**src/hdl/cmis_pkg.sv**
```systemverilog
// shared types, character codes and the microcode store of the card machine
package cmis_pkg;

    localparam int ADDR_W = 7;
    localparam int WORD_W = 32;
    localparam int UPC_W  = 6;

    typedef logic [ADDR_W-1:0] t_addr;
    typedef logic [WORD_W-1:0] t_word;
    typedef logic [UPC_W-1:0]  t_upc;

    localparam t_word SPACES = 32'h2020_2020;

    localparam logic [7:0] CH_G = 8'h47;
    localparam logic [7:0] CH_D = 8'h44;
    localparam logic [7:0] CH_P = 8'h50;
    localparam logic [7:0] CH_L = 8'h4C;
    localparam logic [7:0] CH_R = 8'h52;
    localparam logic [7:0] CH_S = 8'h53;
    localparam logic [7:0] CH_C = 8'h43;
    localparam logic [7:0] CH_B = 8'h42;
    localparam logic [7:0] CH_T = 8'h54;
    localparam logic [7:0] CH_H = 8'h48;
    localparam logic [7:0] CH_0 = 8'h30;
    localparam logic [7:0] CH_9 = 8'h39;

    typedef enum logic [2:0] {
        ST_OK, ST_HALTED, ST_AWAIT, ST_BAD_ADDR, ST_OVERRUN, ST_UNEXPECTED, ST_PRINT
    } t_status;

    // step precheck outcome, in the order of the dispatch words
    typedef enum logic [1:0] {SC_HALT, SC_PEND, SC_OVR, SC_GO} t_scode;

    // instruction class, in the order of the dispatch words
    typedef enum logic [3:0] {
        CL_H, CL_UNK, CL_BAD, CL_OVR, CL_GD, CL_PD, CL_LR, CL_SR, CL_CR, CL_BT
    } t_cls;

    typedef enum logic [1:0] {J_NEXT, J_IF, J_MAP} t_jmp;
    typedef enum logic [2:0] {C_LP_FULL, C_NOT_PEND, C_RA_DONE, C_RA_END1, C_IN_LAST} t_cond;
    typedef enum logic [1:0] {M_OP, M_STEP, M_CLASS} t_map;
    typedef enum logic [1:0] {A_IC, A_ADDR, A_RA, A_LP} t_asel;
    typedef enum logic [1:0] {WD_IN, WD_ACC, WD_SPACE} t_wsrc;

    typedef enum logic [3:0] {
        D_NONE, D_CLEAR, D_LP_INC, D_IC_INC, D_IR_LOAD, D_HALT, D_GD, D_SPAN,
        D_ACC_LOAD, D_CMP, D_BRANCH, D_RA_INC, D_PEND_CLR
    } t_dop;

    typedef struct packed {
        logic    wait_in;
        t_jmp    jmp;
        t_cond   cnd;
        t_map    mp;
        t_upc    tgt;
        t_upc    nxt;
        logic    rd;
        logic    we;
        logic    mclr;
        t_asel   asel;
        t_wsrc   wsrc;
        t_dop    dop;
        logic    emit;
        t_status st;
        logic    osel;
        logic    lsel;
    } t_cw;

    typedef struct packed {
        logic   lp_full;
        logic   not_pend;
        logic   ra_done;
        logic   ra_end1;
        logic   in_last;
        t_scode scode;
        t_cls   cls;
    } t_flags;

    typedef struct packed {
        logic  we;
        logic  rd;
        logic  clr;
        t_addr addr;
        t_word wdata;
    } t_mreq;

    // microcode addresses
    localparam t_upc UA_IDLE    = 6'd0;
    localparam t_upc UA_CLR     = 6'd1;
    localparam t_upc UA_LOAD0   = 6'd2;
    localparam t_upc UA_STEP0   = 6'd3;
    localparam t_upc UA_DATA0   = 6'd4;
    localparam t_upc UA_E_HALT  = 6'd5;
    localparam t_upc UA_E_AWAIT = 6'd6;
    localparam t_upc UA_E_OVR   = 6'd7;
    localparam t_upc UA_FETCH   = 6'd8;
    localparam t_upc UA_LOAD1   = 6'd9;
    localparam t_upc UA_DEC     = 6'd10;
    localparam t_upc UA_CLS     = 6'd11;
    localparam t_upc UA_H       = 6'd12;
    localparam t_upc UA_E_OK    = 6'd13;
    localparam t_upc UA_E_BAD   = 6'd14;
    localparam t_upc UA_E_OVR2  = 6'd15;
    localparam t_upc UA_GD      = 6'd16;
    localparam t_upc UA_PD0     = 6'd17;
    localparam t_upc UA_LR0     = 6'd18;
    localparam t_upc UA_SR      = 6'd19;
    localparam t_upc UA_CR0     = 6'd20;
    localparam t_upc UA_BT      = 6'd21;
    localparam t_upc UA_LR1     = 6'd22;
    localparam t_upc UA_CR1     = 6'd23;
    localparam t_upc UA_PD1     = 6'd24;
    localparam t_upc UA_PD2     = 6'd25;
    localparam t_upc UA_E_UNEXP = 6'd26;
    localparam t_upc UA_DW0     = 6'd27;
    localparam t_upc UA_DW1     = 6'd28;
    localparam t_upc UA_DL      = 6'd29;
    localparam t_upc UA_DF0     = 6'd30;
    localparam t_upc UA_DF1     = 6'd31;
    localparam t_upc UA_DEND    = 6'd32;

    localparam t_cw CW_NOP = '{
        wait_in: 1'b0, jmp: J_NEXT, cnd: C_LP_FULL, mp: M_OP, tgt: UA_IDLE, nxt: UA_IDLE,
        rd: 1'b0, we: 1'b0, mclr: 1'b0, asel: A_IC, wsrc: WD_IN, dop: D_NONE,
        emit: 1'b0, st: ST_OK, osel: 1'b0, lsel: 1'b0
    };

    function automatic t_cw ucode(input t_upc a);
        t_cw w;
        w = CW_NOP;
        unique case (a)
            UA_IDLE: begin
                w.wait_in = 1'b1;
                w.jmp     = J_MAP;
                w.mp      = M_OP;
                w.tgt     = UA_CLR;
            end
            UA_CLR: begin
                w.mclr = 1'b1;
                w.dop  = D_CLEAR;
                w.emit = 1'b1;
            end
            UA_LOAD0: begin
                w.jmp = J_IF;
                w.cnd = C_LP_FULL;
                w.tgt = UA_E_OVR;
                w.nxt = UA_LOAD1;
            end
            UA_STEP0: begin
                w.jmp = J_MAP;
                w.mp  = M_STEP;
                w.tgt = UA_E_HALT;
            end
            UA_DATA0: begin
                w.jmp = J_IF;
                w.cnd = C_NOT_PEND;
                w.tgt = UA_E_UNEXP;
                w.nxt = UA_DW0;
            end
            UA_E_HALT: begin
                w.emit = 1'b1;
                w.st   = ST_HALTED;
            end
            UA_E_AWAIT: begin
                w.emit = 1'b1;
                w.st   = ST_AWAIT;
            end
            UA_E_OVR: begin
                w.emit = 1'b1;
                w.st   = ST_OVERRUN;
            end
            UA_FETCH: begin
                w.rd   = 1'b1;
                w.asel = A_IC;
                w.dop  = D_IC_INC;
                w.nxt  = UA_DEC;
            end
            UA_LOAD1: begin
                w.we   = 1'b1;
                w.asel = A_LP;
                w.wsrc = WD_IN;
                w.dop  = D_LP_INC;
                w.emit = 1'b1;
            end
            UA_DEC: begin
                w.dop = D_IR_LOAD;
                w.nxt = UA_CLS;
            end
            UA_CLS: begin
                w.jmp = J_MAP;
                w.mp  = M_CLASS;
                w.tgt = UA_H;
            end
            UA_H: begin
                w.dop  = D_HALT;
                w.emit = 1'b1;
                w.st   = ST_HALTED;
            end
            UA_E_OK: begin
                w.emit = 1'b1;
            end
            UA_E_BAD: begin
                w.emit = 1'b1;
                w.st   = ST_BAD_ADDR;
            end
            UA_E_OVR2: begin
                w.emit = 1'b1;
                w.st   = ST_OVERRUN;
            end
            UA_GD: begin
                w.dop  = D_GD;
                w.emit = 1'b1;
                w.st   = ST_AWAIT;
            end
            UA_PD0: begin
                w.dop = D_SPAN;
                w.nxt = UA_PD1;
            end
            UA_LR0: begin
                w.rd   = 1'b1;
                w.asel = A_ADDR;
                w.nxt  = UA_LR1;
            end
            UA_SR: begin
                w.we   = 1'b1;
                w.asel = A_ADDR;
                w.wsrc = WD_ACC;
                w.emit = 1'b1;
            end
            UA_CR0: begin
                w.rd   = 1'b1;
                w.asel = A_ADDR;
                w.nxt  = UA_CR1;
            end
            UA_BT: begin
                w.dop  = D_BRANCH;
                w.emit = 1'b1;
            end
            UA_LR1: begin
                w.dop  = D_ACC_LOAD;
                w.emit = 1'b1;
            end
            UA_CR1: begin
                w.dop  = D_CMP;
                w.emit = 1'b1;
            end
            UA_PD1: begin
                w.rd   = 1'b1;
                w.asel = A_RA;
                w.dop  = D_RA_INC;
                w.nxt  = UA_PD2;
            end
            UA_PD2: begin
                w.emit = 1'b1;
                w.st   = ST_PRINT;
                w.osel = 1'b1;
                w.lsel = 1'b1;
                w.jmp  = J_IF;
                w.cnd  = C_RA_DONE;
                w.tgt  = UA_IDLE;
                w.nxt  = UA_PD1;
            end
            UA_E_UNEXP: begin
                w.emit = 1'b1;
                w.st   = ST_UNEXPECTED;
            end
            UA_DW0: begin
                w.jmp = J_IF;
                w.cnd = C_RA_DONE;
                w.tgt = UA_DL;
                w.nxt = UA_DW1;
            end
            UA_DW1: begin
                w.we   = 1'b1;
                w.asel = A_RA;
                w.wsrc = WD_IN;
                w.dop  = D_RA_INC;
                w.nxt  = UA_DL;
            end
            UA_DL: begin
                w.jmp = J_IF;
                w.cnd = C_IN_LAST;
                w.tgt = UA_DF0;
                w.nxt = UA_E_AWAIT;
            end
            UA_DF0: begin
                w.jmp = J_IF;
                w.cnd = C_RA_DONE;
                w.tgt = UA_DEND;
                w.nxt = UA_DF1;
            end
            UA_DF1: begin
                w.we   = 1'b1;
                w.asel = A_RA;
                w.wsrc = WD_SPACE;
                w.dop  = D_RA_INC;
                w.jmp  = J_IF;
                w.cnd  = C_RA_END1;
                w.tgt  = UA_DEND;
                w.nxt  = UA_DF1;
            end
            UA_DEND: begin
                w.dop  = D_PEND_CLR;
                w.emit = 1'b1;
            end
            default: begin
                w = CW_NOP;
            end
        endcase
        return w;
    endfunction

endpackage

```
**src/hdl/card_machine_instruction_step.sv**
```systemverilog
// Card machine instruction step: emulates a MEM_WORDS-word machine with four-character
// words, driven by one item per transfer (clear, load, step, data). A microprogram walks
// each item through a single-port word memory, one control word per clock while the
// sequencer is not held, so the cost of an item is set by how many memory accesses and
// decisions it needs: a step is refused at once when halted, awaiting data or with the
// counter past memory, PD emits one result per printed word, a data word with no read
// pending is refused, and the last data word of a card pads the rest of the span with
// spaces. Clear is immediate (per-word valid bits, no sweep). One item is worked on at a
// time; the next is taken while the last result still sits in the output register,
// and the sequencer holds when a new result finds that register occupied and stalled.
module card_machine_instruction_step #(
    parameter int MEM_WORDS = 100,
    parameter int IO_WORDS  = 10
) (
    input  logic        i_clk,
    input  logic        i_rst_n,
    input  logic        i_in_valid,
    output logic        o_in_stall,
    input  logic [1:0]  i_op,
    input  logic [31:0] i_data_word,
    input  logic        i_last_of_card,
    output logic        o_out_valid,
    input  logic        i_out_stall,
    output logic [2:0]  o_status,
    output logic [31:0] o_out_word,
    output logic        o_last,
    output logic [6:0]  o_instr_count,
    output logic        o_cond_flag
);
    import cmis_pkg::*;

    t_cw     cw;
    t_flags  flags;
    t_mreq   mreq;
    t_word   rdata;
    t_status status;
    logic    fire;
    logic    out_free;

    cmis_mem #(
        .MEM_WORDS (MEM_WORDS)
    ) u_mem (
        .i_clk   (i_clk),
        .i_rst_n (i_rst_n),
        .i_req   (mreq),
        .o_rdata (rdata)
    );

    cmis_seq u_seq (
        .i_clk      (i_clk),
        .i_rst_n    (i_rst_n),
        .i_in_valid (i_in_valid),
        .i_op       (i_op),
        .i_out_free (out_free),
        .i_flags    (flags),
        .o_cw       (cw),
        .o_fire     (fire),
        .o_in_stall (o_in_stall)
    );

    cmis_dp #(
        .MEM_WORDS (MEM_WORDS),
        .IO_WORDS  (IO_WORDS)
    ) u_dp (
        .i_clk          (i_clk),
        .i_rst_n        (i_rst_n),
        .i_cw           (cw),
        .i_fire         (fire),
        .i_data_word    (i_data_word),
        .i_last_of_card (i_last_of_card),
        .i_rdata        (rdata),
        .i_out_stall    (i_out_stall),
        .o_flags        (flags),
        .o_mreq         (mreq),
        .o_out_free     (out_free),
        .o_out_valid    (o_out_valid),
        .o_status       (status),
        .o_out_word     (o_out_word),
        .o_last         (o_last),
        .o_instr_count  (o_instr_count),
        .o_cond_flag    (o_cond_flag)
    );

    assign o_status = status;

endmodule

```
**src/hdl/cmis_mem.sv**
```systemverilog
// word memory with per-word valid bits, unwritten words read as spaces
module cmis_mem #(
    parameter int MEM_WORDS = 100
) (
    input  logic            i_clk,
    input  logic            i_rst_n,
    input  cmis_pkg::t_mreq i_req,
    output cmis_pkg::t_word o_rdata
);
    import cmis_pkg::*;

    localparam int AW = $clog2(MEM_WORDS);

    t_word              r_mem [MEM_WORDS];
    logic [MEM_WORDS-1:0] r_valid;
    t_word              r_rdata;
    logic               r_rvalid;
    logic [AW-1:0]      idx;

    assign idx = i_req.addr[AW-1:0];

    always_ff @(posedge i_clk) begin
        if (i_req.we) begin
            r_mem[idx] <= i_req.wdata;
        end
        if (i_req.rd) begin
            r_rdata  <= r_mem[idx];
            r_rvalid <= r_valid[idx];
        end
    end

    always_ff @(posedge i_clk) begin
        if (!i_rst_n || i_req.clr) begin
            r_valid <= '0;
        end else if (i_req.we) begin
            r_valid[idx] <= 1'b1;
        end
    end

    assign o_rdata = r_rvalid ? r_rdata : SPACES;

endmodule

```
**src/hdl/cmis_seq.sv**
```systemverilog
// microprogram counter, control store lookup and jump logic
module cmis_seq (
    input  logic             i_clk,
    input  logic             i_rst_n,
    input  logic             i_in_valid,
    input  logic [1:0]       i_op,
    input  logic             i_out_free,
    input  cmis_pkg::t_flags i_flags,
    output cmis_pkg::t_cw    o_cw,
    output logic             o_fire,
    output logic             o_in_stall
);
    import cmis_pkg::*;

    t_upc       r_upc;
    t_upc       n_upc;
    t_cw        cw;
    logic       cond;
    logic [3:0] mv;

    assign cw = ucode(r_upc);

    // a word with a transfer or a result waits for its handshake partner
    assign o_fire     = (!cw.wait_in || i_in_valid) && (!cw.emit || i_out_free);
    assign o_in_stall = !cw.wait_in || !i_rst_n;
    assign o_cw       = cw;

    always_comb begin
        unique case (cw.cnd)
            C_LP_FULL:  cond = i_flags.lp_full;
            C_NOT_PEND: cond = i_flags.not_pend;
            C_RA_DONE:  cond = i_flags.ra_done;
            C_RA_END1:  cond = i_flags.ra_end1;
            C_IN_LAST:  cond = i_flags.in_last;
            default:    cond = 1'b0;
        endcase
    end

    always_comb begin
        unique case (cw.mp)
            M_OP:    mv = {2'b00, i_op};
            M_STEP:  mv = {2'b00, i_flags.scode};
            M_CLASS: mv = i_flags.cls;
            default: mv = '0;
        endcase
    end

    always_comb begin
        n_upc = r_upc;
        if (o_fire) begin
            unique case (cw.jmp)
                J_NEXT:  n_upc = cw.nxt;
                J_IF:    n_upc = cond ? cw.tgt : cw.nxt;
                J_MAP:   n_upc = cw.tgt + t_upc'(mv);
                default: n_upc = UA_IDLE;
            endcase
        end
    end

    always_ff @(posedge i_clk) begin
        if (!i_rst_n) begin
            r_upc <= UA_IDLE;
        end else begin
            r_upc <= n_upc;
        end
    end

endmodule

```
**src/hdl/cmis_dp.sv**
```systemverilog
// machine registers, instruction decode, memory request and result register
module cmis_dp #(
    parameter int MEM_WORDS = 100,
    parameter int IO_WORDS  = 10
) (
    input  logic              i_clk,
    input  logic              i_rst_n,
    input  cmis_pkg::t_cw     i_cw,
    input  logic              i_fire,
    input  logic [31:0]       i_data_word,
    input  logic              i_last_of_card,
    input  cmis_pkg::t_word   i_rdata,
    input  logic              i_out_stall,
    output cmis_pkg::t_flags  o_flags,
    output cmis_pkg::t_mreq   o_mreq,
    output logic              o_out_free,
    output logic              o_out_valid,
    output cmis_pkg::t_status o_status,
    output logic [31:0]       o_out_word,
    output logic              o_last,
    output logic [6:0]        o_instr_count,
    output logic              o_cond_flag
);
    import cmis_pkg::*;

    localparam t_addr MEM_END = t_addr'(MEM_WORDS);
    localparam t_addr IO_SPAN = t_addr'(IO_WORDS);

    t_word   r_acc, n_acc;
    logic    r_flag, n_flag;
    t_addr   r_ic, n_ic;
    t_addr   r_lp, n_lp;
    logic    r_halt, n_halt;
    logic    r_pend, n_pend;
    t_addr   r_ra, n_ra;
    t_addr   r_re, n_re;
    t_word   r_ir;
    t_word   r_word;
    logic    r_lastc;
    logic    r_ov;
    t_status r_ost;
    t_word   r_oword;
    logic    r_olast;
    t_addr   r_oic;
    logic    r_oflag;

    logic [7:0] c0, c1, d2, d3;
    logic       known, digits;
    t_addr      addr, span_sum, span_end;
    logic       accept;

    assign accept = i_fire && i_cw.wait_in;

    // instruction fields
    assign c0 = r_ir[31:24];
    assign c1 = r_ir[23:16];
    assign d2 = r_ir[15:8];
    assign d3 = r_ir[7:0];

    assign known = (c0 == CH_G && c1 == CH_D) || (c0 == CH_P && c1 == CH_D) ||
                   (c0 == CH_L && c1 == CH_R) || (c0 == CH_S && c1 == CH_R) ||
                   (c0 == CH_C && c1 == CH_R) || (c0 == CH_B && c1 == CH_T);
    assign digits = (d2 >= CH_0) && (d2 <= CH_9) && (d3 >= CH_0) && (d3 <= CH_9);
    assign addr   = t_addr'(d2[3:0]) * t_addr'(10) + t_addr'(d3[3:0]);

    assign span_sum = addr + IO_SPAN;
    assign span_end = (span_sum < MEM_END) ? span_sum : MEM_END;

    always_comb begin
        o_flags.lp_full  = (r_lp >= MEM_END);
        o_flags.not_pend = !r_pend;
        o_flags.ra_done  = (r_ra >= r_re);
        o_flags.ra_end1  = ((r_ra + t_addr'(1)) >= r_re);
        o_flags.in_last  = r_lastc;

        priority if (r_halt) begin
            o_flags.scode = SC_HALT;
        end else if (r_pend) begin
            o_flags.scode = SC_PEND;
        end else if (r_ic >= MEM_END) begin
            o_flags.scode = SC_OVR;
        end else begin
            o_flags.scode = SC_GO;
        end

        priority if (c0 == CH_H) begin
            o_flags.cls = CL_H;
        end else if (!known) begin
            o_flags.cls = CL_UNK;
        end else if (!digits) begin
            o_flags.cls = CL_BAD;
        end else if (addr >= MEM_END) begin
            o_flags.cls = CL_OVR;
        end else if (c0 == CH_G) begin
            o_flags.cls = CL_GD;
        end else if (c0 == CH_P) begin
            o_flags.cls = CL_PD;
        end else if (c0 == CH_L) begin
            o_flags.cls = CL_LR;
        end else if (c0 == CH_S) begin
            o_flags.cls = CL_SR;
        end else if (c0 == CH_C) begin
            o_flags.cls = CL_CR;
        end else begin
            o_flags.cls = CL_BT;
        end
    end

    // memory port
    always_comb begin
        o_mreq.we  = i_fire && i_cw.we;
        o_mreq.rd  = i_fire && i_cw.rd;
        o_mreq.clr = i_fire && i_cw.mclr;
        unique case (i_cw.asel)
            A_IC:    o_mreq.addr = r_ic;
            A_ADDR:  o_mreq.addr = addr;
            A_RA:    o_mreq.addr = r_ra;
            A_LP:    o_mreq.addr = r_lp;
            default: o_mreq.addr = r_ic;
        endcase
        unique case (i_cw.wsrc)
            WD_IN:    o_mreq.wdata = r_word;
            WD_ACC:   o_mreq.wdata = r_acc;
            WD_SPACE: o_mreq.wdata = SPACES;
            default:  o_mreq.wdata = SPACES;
        endcase
    end

    always_comb begin
        n_acc  = r_acc;
        n_flag = r_flag;
        n_ic   = r_ic;
        n_lp   = r_lp;
        n_halt = r_halt;
        n_pend = r_pend;
        n_ra   = r_ra;
        n_re   = r_re;
        if (i_fire) begin
            unique case (i_cw.dop)
                D_CLEAR: begin
                    n_acc  = SPACES;
                    n_flag = 1'b0;
                    n_ic   = '0;
                    n_lp   = '0;
                    n_halt = 1'b0;
                    n_pend = 1'b0;
                    n_ra   = '0;
                    n_re   = '0;
                end
                D_LP_INC:   n_lp = r_lp + t_addr'(1);
                D_IC_INC:   n_ic = r_ic + t_addr'(1);
                D_HALT:     n_halt = 1'b1;
                D_GD: begin
                    n_pend = 1'b1;
                    n_ra   = addr;
                    n_re   = span_end;
                end
                D_SPAN: begin
                    n_ra = addr;
                    n_re = span_end;
                end
                D_ACC_LOAD: n_acc = i_rdata;
                D_CMP:      n_flag = (r_acc == i_rdata);
                D_BRANCH: begin
                    if (r_flag) begin
                        n_ic = addr;
                    end
                end
                D_RA_INC:   n_ra = r_ra + t_addr'(1);
                D_PEND_CLR: n_pend = 1'b0;
                default: begin
                end
            endcase
        end
    end

    always_ff @(posedge i_clk) begin
        if (!i_rst_n) begin
            r_acc  <= SPACES;
            r_flag <= 1'b0;
            r_ic   <= '0;
            r_lp   <= '0;
            r_halt <= 1'b0;
            r_pend <= 1'b0;
            r_ra   <= '0;
            r_re   <= '0;
            r_ov   <= 1'b0;
        end else begin
            r_acc  <= n_acc;
            r_flag <= n_flag;
            r_ic   <= n_ic;
            r_lp   <= n_lp;
            r_halt <= n_halt;
            r_pend <= n_pend;
            r_ra   <= n_ra;
            r_re   <= n_re;
            if (i_fire && i_cw.emit) begin
                r_ov <= 1'b1;
            end else if (!i_out_stall) begin
                r_ov <= 1'b0;
            end
        end
    end

    always_ff @(posedge i_clk) begin
        if (accept) begin
            r_word  <= i_data_word;
            r_lastc <= i_last_of_card;
        end
        if (i_fire && i_cw.dop == D_IR_LOAD) begin
            r_ir <= i_rdata;
        end
        // result carries the machine state as it stands after this step
        if (i_fire && i_cw.emit) begin
            r_ost   <= i_cw.st;
            r_oword <= i_cw.osel ? i_rdata : '0;
            r_olast <= i_cw.lsel ? (r_ra == r_re) : 1'b1;
            r_oic   <= n_ic;
            r_oflag <= n_flag;
        end
    end

    assign o_out_free    = !r_ov || !i_out_stall;
    assign o_out_valid   = r_ov;
    assign o_status      = r_ost;
    assign o_out_word    = r_oword;
    assign o_last        = r_olast;
    assign o_instr_count = r_oic;
    assign o_cond_flag   = r_oflag;

endmodule
```
**config.mk**
```make
export PLATFORM = sky130hd
export DESIGN_NAME = card_machine_instruction_step
export DESIGN_NICKNAME = d
export VERILOG_FILES = /design/src/hdl/cmis_pkg.sv /design/src/hdl/card_machine_instruction_step.sv /design/src/hdl/cmis_mem.sv /design/src/hdl/cmis_seq.sv /design/src/hdl/cmis_dp.sv
export SDC_FILE = /design/constraint.sdc
export NUM_CORES = 2
export LEC_CHECK = 0
export ABC_AREA = 1
export CAP_MARGIN = 15
export CORE_MARGIN = 5
export CORE_UTILIZATION = 30
export DETAILED_ROUTE_END_ITERATION = 7
export DONT_BUFFER_PORTS = 1
export PLACE_DENSITY = 0.44
export SETUP_SLACK_MARGIN = 0.05
export SLEW_MARGIN = 15
export SYNTH_ARGS = -nofsm -noshare
export SYNTH_HDL_FRONTEND = slang
export SYNTH_SLANG_ARGS = --single-unit
```
**constraint.sdc**
```tcl
create_clock -name i_clk -period 7.63 [get_ports i_clk]
set_clock_uncertainty 0.15 [all_clocks]
set_input_delay 0.763 -clock i_clk [delete_from_list [all_inputs] [get_ports i_clk]]
set_output_delay 0.763 -clock i_clk [all_outputs]
set_load 0.05 [all_outputs]
```
==> impl_metrics.toml <==
[status]
status = "finished clean"

[finish]
fin_nets = 14100
drive_gt1_frac = 0.0684
syn2layout_area_growth_pct = 14.2
postLayoutCellArea_um2 = 168000
stdcell_count = 20800
fillers = 49000

[logic_synthesis]
ys_top_cells_by_area = "edfxtp_1 (68%), nand2_1 (17%), nand3_1 (3.8%), dfxtp_1 (2.3%), nor2_1 (2.3%)"
ys_ff_latch = 3512
yosysTopAreaCell = "edfxtp_1"
synth_top_cell_area_share = 0.683
syn_area_um2 = 147000
ys_types = 47
ys_seq_area_frac = 0.706
synth-warning-count = 0
ys.flop_type = "edfxtp_1"
syn_inst = 14100
synth.avg_cell_area_um2 = 10.5
synthArstFlopShare = 0
synth-edff-count = 3342
synth_nets = 14100

[timing]
worstMarginPinSlew_ns = 1.27
finalMaxSlewViolations = 0
max_freq_mhz = 149
rsz0062_at_grt = "false"
slew_headroom = 0.155
fin_crit_ns = 6.72
finalHoldViolCount = 0
fin_tns_setup_ns = 0
setup_ws_ns = 0.905
fin_crit_sh = 0.881
finalSetupViolations = 0

[pwr]
swShare = 0.372
p_int_w = 0.0377
p_sw_w = 0.0223
p_per_area_nw_per_um2 = 357
p_comb_frac = 0.296
power_w = 0.0599
pwr-share-seq = 0.401
ir_drop_v = 0.000353
leakage_nw = 65.6
clockPowerShare = 0.303

[cts]
cts_tree = "built"
cts_setup_buffers = 0
path_clk_slew_ns = 0.07
numCtsBuffers = 388
clockBufferDepth = 4
cts_sinks = 3512
worstSkewPairLatency_ns = 1.01
htree_levels = 5
cts_root_buffer = "clkbuf_16"

[place]
gp_congestion = 0.811
hpwl_um = 283000
place_ws_ns = 0.983
io_buffers = 0
dp.cells = 20100
placed_area_um2 = 155000

[grt]
grt_max_degree = 163
grt_pass1_vias = 95100
antenna_found_initial = 36
overflow = 0
grt_usage = 0.198
grt_pass1_wl_um = 728000

[critical_path]
critPathLaunchType = "flop"
reg2reg_to = "u_mem.r_rdata[5]"
reg2reg_from = "u_seq.r_upc[4]"
rr_worst_depth = 20
endpoint_kind = "flop"
path_class = "flop to flop"
cp_max_fo = 149
critical_path_arrival_ns = 7.40
rrSetupSlack_ns = 0.91
worst-endpoint-required_ns = 8.31

[drt]
vias_per_cell = 4.85
drc = 0
routed_wirelength_um = 514000
antenna_left = 0
firstDrtPassIters = 6
drtIter0Drc = 10400
vias = 101000
routedWlPerCell_um = 24.7

[floorplan]
die_height_um = 710
die_w_um = 710
start_util = 0.300
row_count = 257
die_area_um2 = 504000
core_um2 = 489000
io_pins = 85

[job]
drv_cap = 0

[min_path]
hold_end = "u_seq.r_upc[3]"
hp-start = "i_out_stall"
whs_path_depth = 5
min_path_type = "input pin to flop"
-- critical path, cell delays in order, from the launching register on --
cell,delay (ns)
dfxtp_1,0.37
inv_1,0.09
nor2_2,0.38
nand2_1,0.32
nand3_2,0.35
inv_2,0.12
nand2_4,0.21
nand3_4,0.30
nand2_8,0.55
buf_12,0.64
buf_12,0.54
nand2_1,0.11
nand2_1,0.10
nand2_1,0.05
nand2_1,0.14
o21ai_1,0.20
nand2_1,0.33
nor2_1,0.08
nor2_1,0.59
nor2_1,0.36
nand2_1,0.14
-- Yosys cell counts (3+ instances only) --
library cell,n
nand2_1,6537
edfxtp_1,3342
nand3_1,1110
nor2_1,885
inv_1,334
buf_2,333
clkbuf_1,332
o21ai_0,295
o21ai_1,185
dfxtp_1,170
a21oi_1,132
buf_1,81
inv_2,67
o22ai_1,41
ha_1,30
nand4_1,28
nor3_1,21
buf_4,20
xor2_1,18
nor4_1,10
o211ai_1,8
nand2_2,7
nor2_2,7
or2_2,7
xnor2_1,6
a211oi_1,5
a22oi_1,5
a31oi_1,5
o221ai_1,5
nor2_4,4
fa_1,3
o21a_1,3
-- how the worst max path moves through the flow --
stage                              start                 end
after floorplan           u_seq.r_upc[4]  u_mem.r_mem[0][10]
after global placement    u_seq.r_upc[4]    u_mem.r_rdata[5]
after detailed placement  u_seq.r_upc[4]    u_mem.r_rdata[5]
after CTS                 u_seq.r_upc[4]    u_mem.r_rdata[5]
after global routing      u_seq.r_upc[4]    u_mem.r_rdata[5]
final                     u_seq.r_upc[4]    u_mem.r_rdata[5]
-- cells by family after synthesis --
family	after synthesis	share of synthesized area
AOI/OAI and AO/OA	695	0.0250
and+or+nand+nor	8622	0.231
xor gates and xnor gates	24	0.00143
buffers and inverters	1169	0.0333
adders and majority gates	33	0.00296
DFF	3512	0.706
-- state kept, by name, indices dropped and copies added (netlist names), 3 cells and up --
name                flops
u_dp.r_ir              32
u_dp.r_lp               7
u_dp.o_out_word        32
u_mem.r_mem          3200
u_mem.r_rdata          32
u_seq.r_upc             6
u_dp.r_ra               7
u_dp.r_acc             32
u_dp.o_instr_count      7
u_dp.o_status           3
u_dp.r_word            32
u_dp.r_re               7
u_dp.r_ic               7
u_mem.r_valid         100
-- layout by cell type, fill, tap and decap left out, drive strengths merged, types with 2 or more instances in the layout --
master / n
nand4: 28
xor2: 18
fa: 3
o21a: 3
clkinvlp: 6
a21oi: 132
nand3: 1112
a22oi: 5
clkbuf: 525
nor3b: 2
diode: 30
o221ai: 5
nor2: 896
nand2: 6545
buf: 291
o21ai: 482
inv: 392
bufinv: 15
edfxtp: 3342
dfxtp: 170
nor4: 10
a31oi: 7
dlygate4sd3: 35
or2: 7
xnor2: 6
ha: 30
a211oi: 5
o22ai: 41
nor3: 21
a21o: 2
clkinv: 170
o211ai: 8
-- metal layers --
metal  vias up  share of wire  track usage
met5         -       0.000025            0
met4         2          0.024       0.0474
met3       544          0.063       0.0259
met2      3186           0.44        0.306
met1     50400           0.47        0.294
li1      46900              -            -
-- cell type report --
cell class / instances / area, µm² / area share
diodes: 30 / 75.1 / 0.000447
clock buffers: 525 / 10700 / 0.0635
clock inverters: 182 / 1380 / 0.00820
inverters: 401 / 1530 / 0.00910
multi-input cells: 9374 / 38800 / 0.231
flip-flops and latches: 3512 / 104000 / 0.618
well taps: 6475 / 8100 / 0.0483
repair buffers: 326 / 3530 / 0.0210
-- per-stage QoR --
step	util	hold WS, ns
6_report	0.343	0.167
3_5_place_dp	0.318	0.292
2_1_floorplan	-	0.281
4_1_cts	0.343	0.0664
5_1_grt	0.343	0.161
3_3_place_gp	0.318	0.291
-- power groups by stage --
stage	registers, W	clock network [W]	logic [W]
5_1_grt	0.0240	0.0193	0.0193
3_3_place_gp	0.0244	0	0.0178
6_report	0.0240	0.0182	0.0177
4_1_cts	0.0240	0.0186	0.0178
3_5_place_dp	0.0244	0	0.0178
2_1_floorplan	0.0248	0	0.00971
-- timing repair --
action | in CTS | in global routing
hold buffers | 35 | 0
resized for setup | 0 | 0
hold endpoints to repair | 43 | 0
No activity file was read; power rests on OpenSTA's default activity.
